[src/rtl/dptfl_ram.sv]
module dptfl_ram #(
	parameter int WIDTH = 8,
	parameter int DEPTH = 256
) (
	input  logic                     clk,
	input  logic                     we,
	input  logic [$clog2(DEPTH)-1:0] waddr,
	input  logic [WIDTH-1:0]         wdata,
	input  logic [$clog2(DEPTH)-1:0] raddr,
	output logic [WIDTH-1:0]         rdata
);

	logic [WIDTH-1:0] mem_q [DEPTH];

	always_ff @(posedge clk) begin
		if (we) begin
			mem_q[waddr] <= wdata;
		end
		rdata <= mem_q[raddr];
	end

endmodule

[config.mk]
export PLATFORM = sky130hd
export DESIGN_NAME = dptfl_ram
export DESIGN_NICKNAME = d
export VERILOG_FILES = /design/src/rtl/dptfl_ram.sv
export SDC_FILE = /design/constraint.sdc
export NUM_CORES = 2
export LEC_CHECK = 0
export ABC_AREA = 1
export BUFFER_PORTS_ARGS = -buffer_cell sky130_fd_sc_hd__buf_2
export CORE_UTILIZATION = 55
export CTS_BUF_LIST = sky130_fd_sc_hd__clkbuf_8
export DETAILED_ROUTE_END_ITERATION = 8
export PLACE_DENSITY = 0.71
export SYNTH_ARGS = -nofsm -noshare
export SYNTH_HDL_FRONTEND = slang
export SYNTH_SLANG_ARGS = --single-unit
[constraint.sdc]
create_clock -name clk -period 2 [get_ports clk]
set_input_delay 0.3 -clock clk [delete_from_list [all_inputs] [get_ports clk]]
set_output_delay 0.3 -clock clk [all_outputs]
set_load 0.01 [all_outputs]
# [Word level (Yosys, flattened, before mapping)]
# Memories as Yosys holds them, arrays and structs flattened. A register that Yosys moved wholly into a read port is not among the register bits.
# Index checks and enable logic that the tools add are counted.
# W data, S select, Z words.
[op_classes] add_sub_neg=0 reduce_logical=0 n_mux=2 shift=0 bitwise=0 div=0 n_eq_ne=0 magnitude_cmp=0 mul=0
[ops] op="$mux W1" n=2
[word_totals] ramBits=2048 latchBits=0 regBits=0 n_memories=1 inputBits=26 rom_bits=0 output_inout_bits=8 word_cells=3
[mem_list] name="mem_q" depth=256 word_bits=8 rd=1 rd_clocked_by_memory_dff=1 write_ports=1 line="13" rtl="logic [WIDTH-1:0] mem_q [DEPTH];"

# [Longest topological paths before layout]
[logic_depth] word_depth=2 mapped_depth=15 depth_no_buf=11

# [Least setup slack after synthesis]
# Ideal clock, no wire load.
[synth_path] path_type="input port to flip-flop" start="input port we" end="memory mem_q[162][0], enable pin" n_path_buf=2 setup_ps=370 t_arrival_ps=1421 cell_stages=4 setup_slack_ps=209 path_cell_list="clkbuf_1 -> nand3_1 -> clkbuf_1 -> nor2_1"
[synth_via] elab_chain_len=2
[synth_rtl] item="start, declared" line="6" rtl="input logic we,"
[synth_rtl] item="$mux W1" line="16" rtl="if (we) begin"
[synth_rtl] item="$mux W1 (implied by the code)" line="17" rtl="mem_q[waddr] <= wdata;"
[synth_rtl] item="end, declared" line="13"
# No other way between the ends.

# [Worst setup path in the final report]
[layout_path] start="register rdata[2], read port of mem_q" end="output port rdata[2]"
[layout_rtl] item="start, declared" line="10" rtl="output logic [WIDTH-1:0] rdata"
# No word-level cell between the ends.

==> results.json <==
{
  "p_clk_share_pct": 37.5,
  "grt_pass1_wl_um": 345000,
  "via_per_inst": 5.93,
  "die_w_um": 391,
  "cts_setup_buffers": 0,
  "end_kind": "primary output",
  "holdPathStages": 6,
  "insertion_delay_ns": 1.02,
  "crit_path_start_kind": "flop",
  "gr-total-overflow": 0,
  "cp_num_cells": 1,
  "switching_share_pct": 23.6,
  "fp.dieH_um": 391,
  "worstPathMaxFanout": 1,
  "cts_buffer_depth": 4,
  "ir_drop_mv": 0.765,
  "fin_crit_ns": 1.93,
  "antenna_found_initial": 11,
  "ios": 34,
  "wl_um": 231000,
  "setup_viol": 0,
  "globalRouteTotalUtil_pct": 30.3,
  "tightest_slew_ns": 0.837,
  "seqPwrFrac_pct": 55.3,
  "synth_top_area_share_pct": 73.7,
  "cp.arrival_ns": 1.63,
  "cts-root-buf": "clkbuf_8",
  "die_area_um2": 153000,
  "hold_viol_final": 0,
  "drv_slew": 0,
  "final_antenna_net_count": 0,
  "yosysTopAreaCell": "edfxtp_1",
  "area_growth_pct": 15.6,
  "initialDrtViolationCount": 7564,
  "start_util_pct": 55.5,
  "pwr-share-comb_pct": 7.1,
  "r2r_start": "mem_q[137][2]",
  "dr.pass1.iters": 6,
  "final_layout_size_suffix_gt1_share_pct": 14.1,
  "htreeDepth": 5,
  "powerDensity_nw_per_um2": 892,
  "fin_skew_ns": 0.0466,
  "timing.fmax_mhz": 517,
  "synthesis.area_um2": 83400,
  "hold_path.class": "in -> reg",
  "vias": 58300,
  "p_switching_mw": 20.3,
  "startpoint": "rdata[2]",
  "yosysWarnings": 0,
  "coreArea_um2": 150000,
  "tritoncts": "done",
  "hold_path.startpoint": "waddr[1]",
  "required_ns": 1.70,
  "cts.sinks": 2056,
  "rsz0062_at_grt": "false",
  "reg2regPathDepth": 10,
  "yosys.cell_types.count": 14,
  "path_class": "reg -> out",
  "synthTopCellsByArea": "edfxtp_1 (74%), nand3_1 (12%), nand2_1 (9.6%)",
  "io_buffers": 33,
  "slew_headroom_pct": 44.1,
  "nets": 7604,
  "design_area_um2": 96400,
  "dp_worst_setup_slack_ns": -0.574,
  "gp_congestion": 0.914,
  "power.static_leakage_nw": 35.2,
  "crit_chain": "buf_4",
  "max_stage_delay_ns": 0.43,
  "synth.avg_cell_area_um2": 11.9,
  "slowest_stage": "dfxtp_2",
  "final.setup.tns_ns": 0,
  "outcome": "finished clean",
  "hpwl_um": 143000,
  "synth_cells": 7003,
  "synthesis.nets": 7029,
  "critPathBufInv": 1,
  "drc": 0,
  "fin_crit_sh_pct": 96.7,
  "rows": 142,
  "internal-power_mw": 65.7,
  "hold_ws_ns": 0.0872,
  "crit_family": "flip-flops",
  "drv_cap": 0,
  "grt_pass1_vias": 56300,
  "seq_area_frac_synth_pct": 73.9,
  "place_area_um2": 90600,
  "finalPower_mw": 86.0,
  "clk_pin_slew_worst_paths_ns": 0.06,
  "timing.final.ws_setup_ns": 0.0664,
  "synth_seq_cells": 2056,
  "grt_max_degree": 68,
  "fill_cells": 11000,
  "cts_made_buffers": 332,
  "wl_per_cell_um": 23.5
}
==> stage by stage <==
step	utilization, %	cells
global placement	60.3	9249
CTS	64.2	9816
floorplan	-	7003
global route	64.2	9817
detailed placement	60.3	9249
finish	64.2	9826
==> cell type report <==
| class | count | area (um^2) | area share, % |
|---|---|---|---|
| Sequential cell | 2056 | 61700 | 64.0 |
| Multi-Input combinational cell | 4425 | 19100 | 19.8 |
| Timing Repair Buffer | 724 | 7210 | 7.48 |
| Clock buffer | 341 | 4690 | 4.87 |
| Tap cell | 2016 | 2520 | 2.62 |
| Clock inverter | 215 | 992 | 1.03 |
| Inverter | 39 | 180 | 0.187 |
| Antenna cell | 10 | 25.0 | 0.0260 |
==> cell families after synthesis <==
| kind of cell | count (synthesis) | synth area share, % |
|---|---|---|
| AND/OR/NAND/NOR | 4425 | 22.9 |
| flip-flops | 2056 | 73.9 |
| buffers and inverters | 522 | 3.12 |
==> timing repair <==
action | CTS | global route
endpoints found under the hold margin | 1957 | 0
resized for setup | 10 | 0
hold buffers | 11 | 0
endpoints found under the setup margin | 8 | 0
==> final timing paths <==
kind,end,slack [ns]
worst min-delay path,mem_q[171][5],0.09
worst max register to register,rdata[2],0.09
worst max-delay path,rdata[2],0.07
worst min register to register,rdata[5],1.00
==> registers in the layout (all words and copies together), names as in the netlist <==
| signal | cells |
|---|---|
| mem_q | 2048 |
| rdata | 8 |
==> cell usage in the layout, fill, tap and decap left out <==
cell / Yosys / routed
inv_6: 0 / 1
inv_1: 36 / 136
dlygate4sd3_1: 0 / 11
inv_4: 1 / 1
buf_8: 1 / 11
clkinv_2: 0 / 23
buf_4: 46 / 546
clkinvlp_4: 0 / 4
buf_12: 0 / 137
inv_2: 2 / 1
buf_2: 268 / 19
nand3_1: 2019 / 2019
bufinv_16: 0 / 5
inv_16: 0 / 1
clkinv_4: 0 / 1
dfxtp_2: 0 / 8
diode_2: 0 / 10
nand2_1: 2123 / 2123
clkinv_1: 0 / 79
clkbuf_8: 0 / 341
edfxtp_1: 2048 / 2048
nor2_1: 283 / 283
inv_8: 0 / 2
==> power groups by stage <==
stage | Combinational (mW) | Sequential (mW) | Clock, mW
after floorplan | 2.93 | 48.4 | 0
after global placement | 5.92 | 48.5 | 0
after detailed placement | 6.00 | 48.5 | 0
after CTS | 6.05 | 47.6 | 32.6
after global routing | 6.53 | 47.6 | 34.4
final | 6.13 | 47.6 | 32.3
==> synthesized netlist by cell type <==
cell type,number
inv_2,2
buf_6,16
buf_4,46
inv_1,36
nor2_1,283
nand2_1,2123
inv_4,1
clkbuf_1,112
nand3_1,2019
buf_8,1
dfxtp_1,8
buf_1,40
buf_2,268
edfxtp_1,2048
==> routing by layer <==
metal  wire length [um]  track usage (%)  vias up
li1                   -                -    26100
met1              87900             41.7    28100
met2             107000             47.3     3584
met3              26500             6.31      550
met4               8970             12.2        6
met5                 29                0        -
Note: power is estimated with default switching activity, not from simulation.
