### src/rtl/dptfl_pkg.sv
package dptfl_pkg;

	localparam int PAGE_ENTRIES = 256;
	localparam int FRAME_SLOTS  = 64;

	localparam int ADDR_W  = 24;
	localparam int PAGE_W  = 8;
	localparam int FRAME_W = 6;
	localparam int STAMP_W = 32;
	localparam int CNT_W   = 32;
	localparam int PA_W    = 22;
	localparam int OFF_W   = 16;
	localparam int SHIFT_W = 5;
	localparam int FCNT_W  = 7;
	localparam int CFG_W   = 7;
	localparam int IDX_W   = 2;
	localparam int SCAN_W  = PAGE_W + 1;

	localparam logic [SHIFT_W-1:0] SHIFT_MIN = 5'd4;
	localparam logic [SHIFT_W-1:0] SHIFT_MAX = 5'd16;
	localparam logic [SHIFT_W-1:0] SHIFT_RST = 5'd12;
	localparam logic [FCNT_W-1:0]  FRAMES_MIN = 7'd1;
	localparam logic [FCNT_W-1:0]  FRAMES_MAX = FCNT_W'(FRAME_SLOTS);

	localparam logic POLICY_FIFO = 1'b0;
	localparam logic POLICY_LRU  = 1'b1;

	localparam logic [IDX_W-1:0] REG_POLICY = 2'd0;
	localparam logic [IDX_W-1:0] REG_SHIFT  = 2'd1;
	localparam logic [IDX_W-1:0] REG_FRAMES = 2'd2;

	typedef struct packed {
		logic clr;
		logic en;
	} scan_ctl_t;

	typedef struct packed {
		logic              found;
		logic [PAGE_W-1:0] victim;
	} scan_res_t;

	function automatic logic [31:0] sat_inc(input logic [31:0] v);
		sat_inc = (v == '1) ? v : v + 32'd1;
	endfunction

endpackage

### src/rtl/dptfl_scan.sv
module dptfl_scan (
	input  logic                                clk,
	input  logic                                arst_n,
	input  dptfl_pkg::scan_ctl_t                ctl,
	input  logic [dptfl_pkg::STAMP_W-1:0]       stamp,
	input  logic [dptfl_pkg::PAGE_W-1:0]        index,
	output dptfl_pkg::scan_res_t                res
);

	logic                          found_q;
	logic [dptfl_pkg::STAMP_W-1:0] best_q;
	logic [dptfl_pkg::PAGE_W-1:0]  victim_q;

	// strict compare keeps the lowest index on ties
	always_ff @(posedge clk or negedge arst_n) begin
		if (!arst_n) begin
			found_q <= 1'b0;
		end else if (ctl.clr) begin
			found_q <= 1'b0;
		end else if (ctl.en && (!found_q || stamp < best_q)) begin
			found_q <= 1'b1;
		end
	end

	always_ff @(posedge clk) begin
		if (!ctl.clr && ctl.en && (!found_q || stamp < best_q)) begin
			best_q   <= stamp;
			victim_q <= index;
		end
	end

	assign res.found  = found_q;
	assign res.victim = victim_q;

endmodule
### config.mk
export PLATFORM = sky130hd
export DESIGN_NAME = dptfl_scan
export DESIGN_NICKNAME = d
export VERILOG_FILES = /design/src/rtl/dptfl_pkg.sv /design/src/rtl/dptfl_scan.sv
export SDC_FILE = /design/constraint.sdc
export NUM_CORES = 1
export LEC_CHECK = 0
export BUFFER_PORTS_ARGS = -buffer_cell sky130_fd_sc_hd__buf_2
export CAP_MARGIN = 20
export CORE_UTILIZATION = 45
export DETAILED_ROUTE_END_ITERATION = 10
export HOLD_SLACK_MARGIN = 0.12
export PLACE_DENSITY = 0.71
export REMOVE_ABC_BUFFERS = 1
export SETUP_SLACK_MARGIN = 0.05
export SYNTH_ARGS = -nofsm -noshare
export SYNTH_HDL_FRONTEND = slang
export SYNTH_SLANG_ARGS = --single-unit
### constraint.sdc
create_clock -name clk -period 5 [get_ports clk]
set_input_delay 0.75 -clock clk [delete_from_list [all_inputs] [get_ports clk]]
set_output_delay 0.75 -clock clk [all_outputs]
set_load 0.1 [all_outputs]
; ---- Yosys cells after proc, flatten, opt, wreduce, memory -nomap -nowiden
; Index checks and enable logic that the tools add are counted.
[totals]
register_bits = 41
inputBits = 44
out_inout_bits = 9
word_cells = 13
[op_classes]
order_cmp = 1
n_mux = 2
n_reduce_logical = 7
[op_table]
columns = op, count
row1 = less-than comparator 32 bit, 1
row2 = logical AND 1 bit, 3
row3 = zero test 1 bit, 2
row4 = 2-to-1 mux 1 bit, 2
row5 = nonzero test 2 bit, 1
row6 = logical OR 1 bit, 1

; ---- Depth between registers and ports, before layout
; Gate-level depths: netlist (run 1).
[depth]
word_depth = 5
mapped_depth = 8
ltp_nobuf = 8

; ---- Worst setup path before layout (run 1)
; No wires, ideal clock.
[synth_path]
path_kind = input -> register
startpoint = in stamp[25] in the netlist's numbering
endpoint = reg best_q[0] in the netlist's numbering, enable pin
setup_time_ns = 0.442
arrival_ns = 3.546
setup_slack_ns = 1.012
cell_stages = 6
n_path_buf = 0
path_cell_list = ha_1 > a21o_1 > a21o_1 > a211oi_1 > nand3_1 > o21ai_1
[synth_between]
elab_chain_len = 3
[synth_rtl]
columns = item, line_no
row1 = from (decl), dptfl_scan.sv:5  ; input logic [dptfl_pkg::STAMP_W-1:0] stamp,
row2 = less-than comparator 32 bit, dptfl_scan.sv:26  ; if (!ctl.clr && ctl.en && (!found_q || stamp < best_q)) begin
row3 = logical OR 1 bit, dptfl_scan.sv:26
row4 = logical AND 1 bit, dptfl_scan.sv:26
row5 = to (signal assigned), dptfl_scan.sv:27  ; best_q <= stamp;
row6 = to (decl), dptfl_scan.sv:11  ; logic [dptfl_pkg::STAMP_W-1:0] best_q;
; No other way between the ends.
; A chain may end at the register's enable or synchronous reset.

; ---- Worst setup path in the final report (run 1)
[layout_path]
startpoint = in stamp[25] in the netlist's numbering
endpoint = reg victim_q[6] in the netlist's numbering, enable pin
[layout_between]
elab_chain_len = 3
[layout_rtl]
columns = item, line_no
row1 = less-than comparator 32 bit, dptfl_scan.sv:26
row2 = logical OR 1 bit, dptfl_scan.sv:26
row3 = logical AND 1 bit, dptfl_scan.sv:26
row4 = to (signal assigned), dptfl_scan.sv:28  ; victim_q <= index;
row5 = to (decl), dptfl_scan.sv:12  ; logic [dptfl_pkg::PAGE_W-1:0] victim_q;
; No other way between the ends.

==> flow_summary_export.csv, run 1 <==
group,metric,value,unit
clock_network,insertion_delay,0.29,ns
global_routing,global_route_wire_length_before_repair,5533,um
clock_network,h-tree-depth,2,
timing,fin_setup_tns,0,ns
placed_design,finalWeightedCongestion,0.7455,
synthesis,top_post_synthesis_cells_by_count,"sky130_fd_sc_hd__edfxtp_1, sky130_fd_sc_hd__inv_1, sky130_fd_sc_hd__ha_1",
synthesis,number_of_instances_in_the_synthesized_netlist,152,
global_routing,first_global_vias,1280,
global_routing,grt_start_max_net_pins,31,
placed_design,numPortBuffers,52,
route,dr.pass1.iters,4,
cells_and_area,final_util,57.93,%
run,maxCapViolations,0,
clock_network,cts_tree,"built",
timing,finalCritPeriodShare,56.59,%
worst_setup_path,worst_ep_required,4.96,ns
power,vdd_drop_max,0.1812,mV
global_routing,antenna_found_initial,0,
clock_network,cts_post_setup_buffers_inserted,0,
route,remaining_drcs,0,
route,drt-wirelength-per-cell,12.08,um
synthesis,post_synth_mux_area_share,0,%
synthesis,synth_simple_gate_area_share,5.732,%
worst_setup_path,timing.critical_path.max_delay_family,"compound AO/OA/AOI/OAI gates",
timing,layout_min_cycle_time,2.829,ns
clock_network,clock_pin_transition_on_the_worst_setup_and_hold_timing_paths,0.08,ns
placed_design,post_dp_cell_area,0.002389,mm2
worst_setup_path,cp_slowest_cell,"sky130_fd_sc_hd__buf_4",
worst_setup_path,crit-reg2reg-launch,"best_q[25]",
synthesis,synth_top_family_by_area,"adder cells",
global_routing,groute.usage.overall,14.77,%
timing,timing.final.hold_violations,0,
worst_setup_path,critical_path.n_buffers_inverters,2,
synthesis,ys_ff_latch,41,
worst_setup_path,cp.arrival,2.78,ns
timing,clock-skew-final,0.004152,ns
route,via_cell_ratio,4.924,
clock_network,tritoncts.num_buffers,5,
clock_network,maximum_clock_insertion_buffer_count,2,
clock_network,cts.repair.resized,0,
synthesis,post_synthesis_adder_cell_area_fraction,18.90,%
synthesis,synth.top_cell.area_share,58.54,%
cells_and_area,antenna-diode-count,0,
floorplan,dieWidth,69.53,um
cells_and_area,fraction_of_final_layout_cells_with_drive_strength_greater_than_1,31.13,%
floorplan,height_of_the_chip,69.53,um
timing,final-max-slew-violation-count,0,
clock_network,hold_buffers,0,
synthesis,synthFlopType,"sky130_fd_sc_hd__edfxtp_1",
worst_setup_path,rr_endpoint,"victim_q[6]",
floorplan,dieArea,0.004834,mm2
worst_setup_path,setup.reg_to_reg.worst_slack,2.36,ns
worst_setup_path,timing_worst_setup_path_type,"in -> reg",
cells_and_area,postLayoutCellArea,0.002522,mm2
floorplan,number_of_standard_cell_rows_in_the_floorplan,24,
synthesis,synth_cell_types,26,
worst_setup_path,crit_path_cell_trace,"buf_2 > ha_1 > a21o_1 > a21o_1 > a211oi_1 > nand3_1 > o21ai_4 > buf_4",
route,drt.antenna.violating_nets,0,
outcome,outcome,"finished clean",
floorplan,ioPinCount,53,
worst_setup_path,crit_path_end_kind,"flip-flop",
synthesis,ys_top_cells_by_area,"sky130_fd_sc_hd__edfxtp_1, sky130_fd_sc_hd__ha_1, sky130_fd_sc_hd__inv_1",
synthesis,synth.yosys.seq_area_share,59.76,%
route,drt_first_iter_violations,51,
worst_setup_path,setup.worst_path.start_class,"primary input",
timing,fmax,353.4,MHz
synthesis,synth.largest_area_cell,"sky130_fd_sc_hd__edfxtp_1",
synthesis,ys_warn_count,0,
timing,setup_violations,0,
worst_setup_path,path_max_fanout,30,
synthesis,synthArstFlopShare,2.439,%
cells_and_area,total_nets_final,286,
placed_design,place.detailed.hpwl,2411,um
synthesis,fraction_of_the_mapped_netlist_area_in_compound_gates,9.390,%
synthesis,synth-edff-count,40,
power,p_per_area,371.0,mW/mm2
synthesis,syn-cell-area,0.002052,mm2
route,postRouteWirelength,3190,um
worst_setup_path,r2r_cells,8,
worst_setup_path,crit_path_frequent_cell,"sky130_fd_sc_hd__a21o_1",
timing,max_slew.worst_pin.slew,0.4861,ns
global_routing,global_route.overflow_total,0,
floorplan,core_area,0.004354,mm2
timing,max-slew-margin-rel,67.81,%
synthesis,synth_xor_xnor_area_share,0,%
synthesis,avg_cell_area_syn,13.50,um2
timing,setup_repair_after_global_routing_missed_its_margin,"false",
cells_and_area,syn2layout_area_growth,22.93,%
clock_network,clock_sinks,41,
power,cellLeakagePower,0.001219,uW
floorplan,start_util,47.13,%
worst_setup_path,critical_path.max_stage_delay,0.43,ns
clock_network,ctsRootBufferMaster,"sky130_fd_sc_hd__clkbuf_8",
min_path,hold_class,"in -> async",
route,detailroute.via_count,1300,
timing,finalHoldWorstSlack,0.2138,ns
synthesis,yosysMostFrequentCell,"sky130_fd_sc_hd__edfxtp_1",
-- report_power, final --
| group | internal (uW) | switching, uW |
|---|---|---|
| registers | 424 | 9.02 |
| clock network | 198 | 114 |
| logic | 60.9 | 129 |
| total | 683 | 253 |
-- metrics by stage --
stage                     instances  total power, uW  setup slack (ns)
after floorplan                 151            580.8             1.012
after global placement          256            628.9             1.918
after detailed placement        256            632.3             1.869
after CTS                       264            946.8             2.163
after global routing            264            984.3             2.006
final                           264            935.7             2.171
-- sequential cells by signal, summed over array words and instances (netlist names) --
| register | count |
|---|---|
| best_q | 32 |
| victim_q | 8 |
| found_q | 1 |
-- worst max path at each step --
stage	depth (start not counted)	endpoint	from	slack (ns)
final	8	victim_q[6]	stamp[25]	2.17
after global routing	9	best_q[1]	stamp[21]	2.01
after CTS	8	best_q[14]	stamp[25]	2.16
after detailed placement	8	best_q[31]	stamp[25]	1.87
after global placement	8	best_q[0]	stamp[1]	1.92
after floorplan	6	best_q[0]	stamp[25]	1.01
-- layout make-up --
| class | count | area [um2] |
|---|---|---|
| Clock buffer | 5 | 68.82 |
| Sequential cell | 41 | 1226 |
| Multi-Input combinational cell | 78 | 709.4 |
| Clock inverter | 3 | 65.06 |
| Timing Repair Buffer | 53 | 267.8 |
| Inverter | 32 | 120.1 |
| Fill cell | 366 | 1832 |
| Tap cell | 52 | 65.06 |
-- cells by family after synthesis --
group	Yosys count
AOI/OAI and AO/OA	26
adders and majority gates	31
buffers and inverters	33
DFF	41
and+or+nand+nor	21
-- placed cells by master, fill, tap and decap left out, types with 2 or more instances in the layout --
| cell type | synthesis | layout |
|---|---|---|
| sky130_fd_sc_hd__buf_2 | 0 | 52 |
| sky130_fd_sc_hd__edfxtp_1 | 40 | 40 |
| sky130_fd_sc_hd__inv_1 | 32 | 32 |
| sky130_fd_sc_hd__ha_1 | 31 | 31 |
| sky130_fd_sc_hd__a21oi_1 | 8 | 8 |
| sky130_fd_sc_hd__a21o_1 | 7 | 7 |
| sky130_fd_sc_hd__nand4_1 | 5 | 5 |
| sky130_fd_sc_hd__nand3_1 | 5 | 5 |
| sky130_fd_sc_hd__clkbuf_8 | 0 | 5 |
| sky130_fd_sc_hd__nand2_1 | 4 | 4 |
| sky130_fd_sc_hd__nor2_1 | 3 | 3 |
| sky130_fd_sc_hd__bufinv_16 | 0 | 2 |
-- layer usage --
layer / part of all wire, % / global-route usage (%)
met2: 44 / 22.44
met3: 6.7 / 5.814
met4: 1.4 / 5.442
met1: 48 / 19.11
met5: 0 / 0
Note: power is estimated with default switching activity, not from simulation.
==> run 2: changes to the inputs <==
- PLACE_DENSITY: 0.71 -> 0.73
- clock period: 5 -> 2.49 ns (I/O delays scaled with it)
==> run 2 against run 1 <==
Net effect: worst setup slack lost 1.8 ns; combinational power is 110% higher; core utilization grew 0.69 points; critical path depth stayed put; non-clock buffer count increased by 2; hold slack better by 0.034 ns; clock power rose by 100%; largest power group unchanged; highest routed layer unchanged; largest cell class unchanged; sequential share of layout area down 0.57 points; register-to-register slack got worse by 2.0 ns; first-iteration DRC count decreased by 16%; sequential power is 100% higher.
==> flow_summary_export.csv, run 2 (synthesized netlist as in run 1, its figures left out) <==
group,metric,value,unit
power,p_seq_share,45.8,%
placed_design,post_dp_cell_area,0.002409,mm2
clock_network,h-tree-depth,2,
worst_setup_path,rr_endpoint,"best_q[14]",
clock_network,clock_pin_transition_on_the_worst_setup_and_hold_timing_paths,0.08,ns
global_routing,first_global_vias,1255,
power,power.internal,1382,uW
route,dr.pass1.iters,3,
cells_and_area,postLayoutCellArea,0.002552,mm2
worst_setup_path,worst_ep_required,2.48,ns
min_path,hold_class,"in -> reg",
timing,max-slew-margin-rel,67.41,%
floorplan,core_area,0.004354,mm2
worst_setup_path,crit_path_cell_trace,"inv_1 > ha_1 > a21o_1 > a21o_1 > a211oi_1 > nand3_1 > o21ai_4 > buf_12",
power,p_per_area,742.1,mW/mm2
worst_setup_path,cp_slowest_cell,"sky130_fd_sc_hd__edfxtp_1",
floorplan,dieWidth,69.53,um
timing,timing.final.hold_violations,0,
cells_and_area,largest_reg_flops,32,
clock_network,hold_buffers,1,
worst_setup_path,setup.reg_to_reg.worst_slack,0.33,ns
floorplan,ioPinCount,53,
power,power.switching_fraction,27.05,%
clock_network,maximum_clock_insertion_buffer_count,2,
clock_network,clock_sinks,41,
placed_design,numPortBuffers,52,
floorplan,start_util,47.13,%
power,vdd_drop_max,0.4362,mV
global_routing,antenna_found_initial,0,
timing,max_slew.worst_pin.slew,0.4923,ns
worst_setup_path,setup.worst_path.start_class,"flip-flop",
worst_setup_path,setup.worst_path.start,"best_q[25]",
worst_setup_path,crit-reg2reg-launch,"best_q[25]",
clock_network,cts_tree,"built",
cells_and_area,layout.cells.most_common_list,"sky130_fd_sc_hd__buf_2, sky130_fd_sc_hd__edfxtp_1, sky130_fd_sc_hd__inv_1",
route,drt_first_iter_violations,43,
worst_setup_path,critical_path.max_stage_delay,0.37,ns
clock_network,ctsRootBufferMaster,"sky130_fd_sc_hd__clkbuf_8",
timing,setup_repair_after_global_routing_missed_its_margin,"false",
timing,setup_violations,0,
run,maxCapViolations,0,
placed_design,finalWeightedCongestion,0.7768,
power,cellLeakagePower,0.001232,uW
worst_setup_path,crit_path_end_kind,"flip-flop",
global_routing,global_route_wire_length_before_repair,5375,um
timing,layout_min_cycle_time,2.163,ns
cells_and_area,syn2layout_area_growth,24.39,%
global_routing,grt_start_max_net_pins,31,
cells_and_area,total_nets_final,288,
clock_network,cts_post_setup_buffers_inserted,0,
power,power.total,1894,uW
outcome,outcome,"finished clean",
cells_and_area,register_name_with_the_most_flops,"best_q",
clock_network,tritoncts.num_buffers,5,
floorplan,height_of_the_chip,69.53,um
cells_and_area,most_common_library_cell_in_the_layout_ignoring_fill_and_taps,"sky130_fd_sc_hd__buf_2",
cells_and_area,antenna-diode-count,0,
clock_network,cts.repair.resized,0,
power,switching_power_summed_over_all_nets,512.4,uW
cells_and_area,biggestRegsByFlops,"best_q x32, victim_q x8, found_q x1",
worst_setup_path,crit_path_frequent_cell,"sky130_fd_sc_hd__a21o_1",
power,clkPwrFrac,33.4,%
timing,fmax,462.4,MHz
floorplan,number_of_standard_cell_rows_in_the_floorplan,24,
route,detailroute.via_count,1284,
route,postRouteWirelength,3144,um
global_routing,global_route.overflow_total,0,
worst_setup_path,worstSetupEndpoint,"best_q[14]",
cells_and_area,fraction_of_final_layout_cells_with_drive_strength_greater_than_1,31.31,%
route,via_cell_ratio,4.827,
timing,finalCritPeriodShare,86.86,%
timing,finalHoldWorstSlack,0.2475,ns
power,comb_power_share,20.8,%
worst_setup_path,timing_worst_setup_path_type,"reg -> reg",
worst_setup_path,r2r_cells,8,
floorplan,dieArea,0.004834,mm2
global_routing,groute.usage.overall,14.33,%
timing,clock-skew-final,0.007068,ns
route,drt-wirelength-per-cell,11.82,um
route,remaining_drcs,0,
route,drt.antenna.violating_nets,0,
placed_design,place.detailed.hpwl,2460,um
timing,final-max-slew-violation-count,0,
clock_network,insertion_delay,0.29,ns
worst_setup_path,cp.arrival,2.15,ns
worst_setup_path,path_max_fanout,30,
run 2: cell types whose count changed in the layout (fill, tap and decap cells not counted):
cell                            delta
sky130_fd_sc_hd__buf_12            +1
sky130_fd_sc_hd__dlygate4sd3_1     +1
run 2: worst max-delay path: cells and delay by family, from the launching register on:
kind | cells | cell delay [ns]
AO/OA/AOI/OAI | 4 | 0.80
adder cells (fa/ha/maj) | 1 | 0.23
buffers and inverters | 2 | 0.29
flip-flops | 1 | 0.37
AND/OR/NAND/NOR | 1 | 0.17
run 2: power by group through the flow:
stage	logic, uW	registers (uW)	clock network [uW]
CTS	401	869	648
finish	394	868	632
floorplan	169	997	0
global placement	392	882	0
detailed placement	398	885	0
global route	436	874	685
run 2: layout make-up:
cell class / instances / area [um2]
fill: 363 / 1802
sequential: 41 / 1226
multi-input combinational: 78 / 709.4
timing repair buffer: 55 / 297.8
inverter: 32 / 120.1
clock buffer: 5 / 68.82
clock inverter: 3 / 65.06
tap: 52 / 65.06
run 2: through the flow:
step	util [%]	worst slack [ns]	std cells	setup TNS (ns)
6_report	58.62	0.3272	266	0
2_1_floorplan	-	-1.122	151	-44.88
5_1_grt	58.62	0.1855	266	0
3_3_place_gp	55.32	0.2145	257	0
4_1_cts	58.62	0.3074	266	0
3_5_place_dp	55.32	0.1864	257	0
run 2: metal layers:
metal,GRT usage [%],share of wire (%)
met2,21.14,43
met4,4.762,1.2
met5,0,0
met3,4.651,5.3
met1,19.98,50
run 2: worst min-delay path by stage:
stage              from           to  slack (ns)  depth (start not counted)
2_1_floorplan    arst_n      found_q        0.08                          0
6_report         ctl[1]      found_q        0.25                          2
3_5_place_dp     arst_n      found_q        0.15                          1
5_1_grt        index[5]  victim_q[5]        0.23                          1
3_3_place_gp     arst_n      found_q        0.15                          1
4_1_cts          ctl[1]      found_q        0.24                          2
==> run 3: changes to the inputs <==
- CORE_ASPECT_RATIO: unset -> 0.5
- PLACE_DENSITY: 0.73 -> 0.71
- clock period: 2.49 -> 2.7 ns (I/O delays scaled with it)
==> run 3 against run 2 <==
Net effect: non-clock buffer count unchanged; register-to-register slack better by 0.13 ns; critical path depth stayed put.
==> flow_summary_export.csv, run 3 (synthesized netlist as in run 1, its figures left out) <==
group,metric,value,unit
outcome,outcome,"finished clean",
worst_setup_path,timing.critical_path.max_delay_family,"compound AO/OA/AOI/OAI gates",
route,detailroute.via_count,1319,
cells_and_area,num-fill-cells,343,
cells_and_area,largest_reg_flops,32,
clock_network,maximum_clock_insertion_buffer_count,2,
floorplan,start_util,49.76,%
cells_and_area,final_util,60.68,%
worst_setup_path,critical_path.max_stage_delay,0.37,ns
route,dr.pass1.iters,4,
worst_setup_path,crit-reg2reg-launch,"best_q[1]",
clock_network,ctsRootBufferMaster,"sky130_fd_sc_hd__clkbuf_8",
worst_setup_path,cp_slowest_cell,"sky130_fd_sc_hd__edfxtp_1",
min_path,worst_hold_startpoint,"ctl[1]",
route,remaining_drcs,0,
cells_and_area,biggestRegsByFlops,"best_q x32, victim_q x8, found_q x1",
cells_and_area,register_name_with_the_most_flops,"best_q",
floorplan,number_of_standard_cell_rows_in_the_floorplan,16,
timing,setup_repair_after_global_routing_missed_its_margin,"false",
worst_setup_path,cp.arrival,2.23,ns
cells_and_area,layout.cells.most_common_list,"sky130_fd_sc_hd__buf_2, sky130_fd_sc_hd__edfxtp_1, sky130_fd_sc_hd__inv_1",
timing,setup_violations,0,
clock_network,cts_tree,"built",
power,cellLeakagePower,0.001206,uW
global_routing,grt_start_max_net_pins,25,
cells_and_area,total_nets_final,288,
power,vdd_drop_max,0.2424,mV
global_routing,global_route_wire_length_before_repair,6072,um
worst_setup_path,setup.worst_path.start_class,"flip-flop",
floorplan,dieWidth,97.50,um
cells_and_area,syn2layout_area_growth,21.95,%
placed_design,finalWeightedCongestion,0.7618,
timing,finalHoldWorstSlack,0.2727,ns
worst_setup_path,timing_worst_setup_path_type,"reg -> reg",
global_routing,first_global_vias,1406,
timing,post_layout_worst_setup_margin,0.4562,ns
global_routing,groute.usage.overall,16.45,%
worst_setup_path,critical_path.n_buffers_inverters,2,
timing,max_slew.worst_pin.slew,0.4931,ns
placed_design,post_dp_cell_area,0.002411,mm2
clock_network,tritoncts.num_buffers,5,
power,p_per_area,623.2,mW/mm2
floorplan,height_of_the_chip,49.75,um
cells_and_area,most_common_library_cell_in_the_layout_ignoring_fill_and_taps,"sky130_fd_sc_hd__buf_2",
clock_network,clock_pin_transition_on_the_worst_setup_and_hold_timing_paths,0.08,ns
clock_network,hold_buffers,1,
placed_design,numPortBuffers,52,
timing,fmax,445.7,MHz
route,drt-wirelength-per-cell,13.22,um
cells_and_area,postLayoutCellArea,0.002502,mm2
worst_setup_path,worst_ep_required,2.68,ns
worst_setup_path,crit_path_cell_trace,"inv_1 > ha_1 > a211oi_2 > o21bai_1 > a221oi_2 > o22ai_1 > o21ai_4 > buf_4",
route,postRouteWirelength,3544,um
cells_and_area,antenna-diode-count,0,
clock_network,h-tree-depth,2,
timing,finalCritPeriodShare,83.10,%
timing,timing.final.hold_violations,0,
placed_design,post-place-ws,0.2829,ns
clock_network,clock_sinks,41,
worst_setup_path,setup.worst_path.start,"best_q[1]",
route,drt_first_iter_violations,19,
placed_design,place.detailed.hpwl,2766,um
clock_network,insertion_delay,0.29,ns
global_routing,antenna_found_initial,0,
power,power.total,1559,uW
floorplan,dieArea,0.004850,mm2
timing,layout_min_cycle_time,2.244,ns
timing,max-slew-margin-rel,67.35,%
cells_and_area,fraction_of_final_layout_cells_with_drive_strength_greater_than_1,30.37,%
timing,final-max-slew-violation-count,0,
route,via_cell_ratio,4.922,
worst_setup_path,crit_path_end_kind,"flip-flop",
floorplan,ioPinCount,53,
clock_network,cts_post_setup_buffers_inserted,0,
clock_network,cts.repair.resized,0,
global_routing,global_route.overflow_total,0,
min_path,hold_class,"in -> reg",
run,maxCapViolations,0,
floorplan,core_area,0.004124,mm2
timing,clock-skew-final,0.004701,ns
route,drt.antenna.violating_nets,0,
worst_setup_path,path_max_fanout,16,
-- run 3: layout make-up --
type	count	area (um2)	area share [%]
Tap cell	54	67.56	2.700
Inverter	32	120.1	4.800
Timing Repair Buffer	55	297.8	11.90
Multi-Input combinational cell	78	709.4	28.35
Clock buffer	7	76.32	3.050
Sequential cell	41	1226	49.00
Clock inverter	1	5.005	0.2000
-- run 3: final timing paths --
check / end / slack (ns) / depth (start not counted)
setup / recovery: best_q[29] / 0.46 / 8
hold / removal: found_q / 0.27 / 2
setup reg to reg: best_q[29] / 0.46 / 8
hold reg to reg: found_q / 0.60 / 2
max in group asynchronous: found_q / 2.21 / 2
min in group asynchronous: found_q / 0.41 / 2
-- run 3: worst reg2reg max path, cell delays in order, from the launching register on --
cell and delay (ns):
sky130_fd_sc_hd__edfxtp_1 0.37, sky130_fd_sc_hd__inv_1 0.07, sky130_fd_sc_hd__ha_1 0.22, sky130_fd_sc_hd__a211oi_2 0.17
sky130_fd_sc_hd__o21bai_1 0.11, sky130_fd_sc_hd__a221oi_2 0.32, sky130_fd_sc_hd__o22ai_1 0.19, sky130_fd_sc_hd__o21ai_4 0.21
sky130_fd_sc_hd__buf_4 0.26
-- run 3: where the power goes --
group	internal [uW]	switching, uW
sequential	785	16.8
clock	182	205
combinational	125	247
-- run 3: through the flow --
stage | TNS [ns] | cells
after floorplan | -37.74 | 151
after global placement | 0 | 259
after detailed placement | 0 | 259
after CTS | 0 | 268
after global routing | 0 | 268
final | 0 | 268
-- run 3: layer usage --
metal / routed length, um / up-vias / track usage, %
met4: 65 / 0 / 7.353
met1: 1581 / 607 / 19.69
met3: 173 / 10 / 5.532
met2: 1723 / 28 / 27.39
met5: 0 / - / 0
li1: - / 674 / -
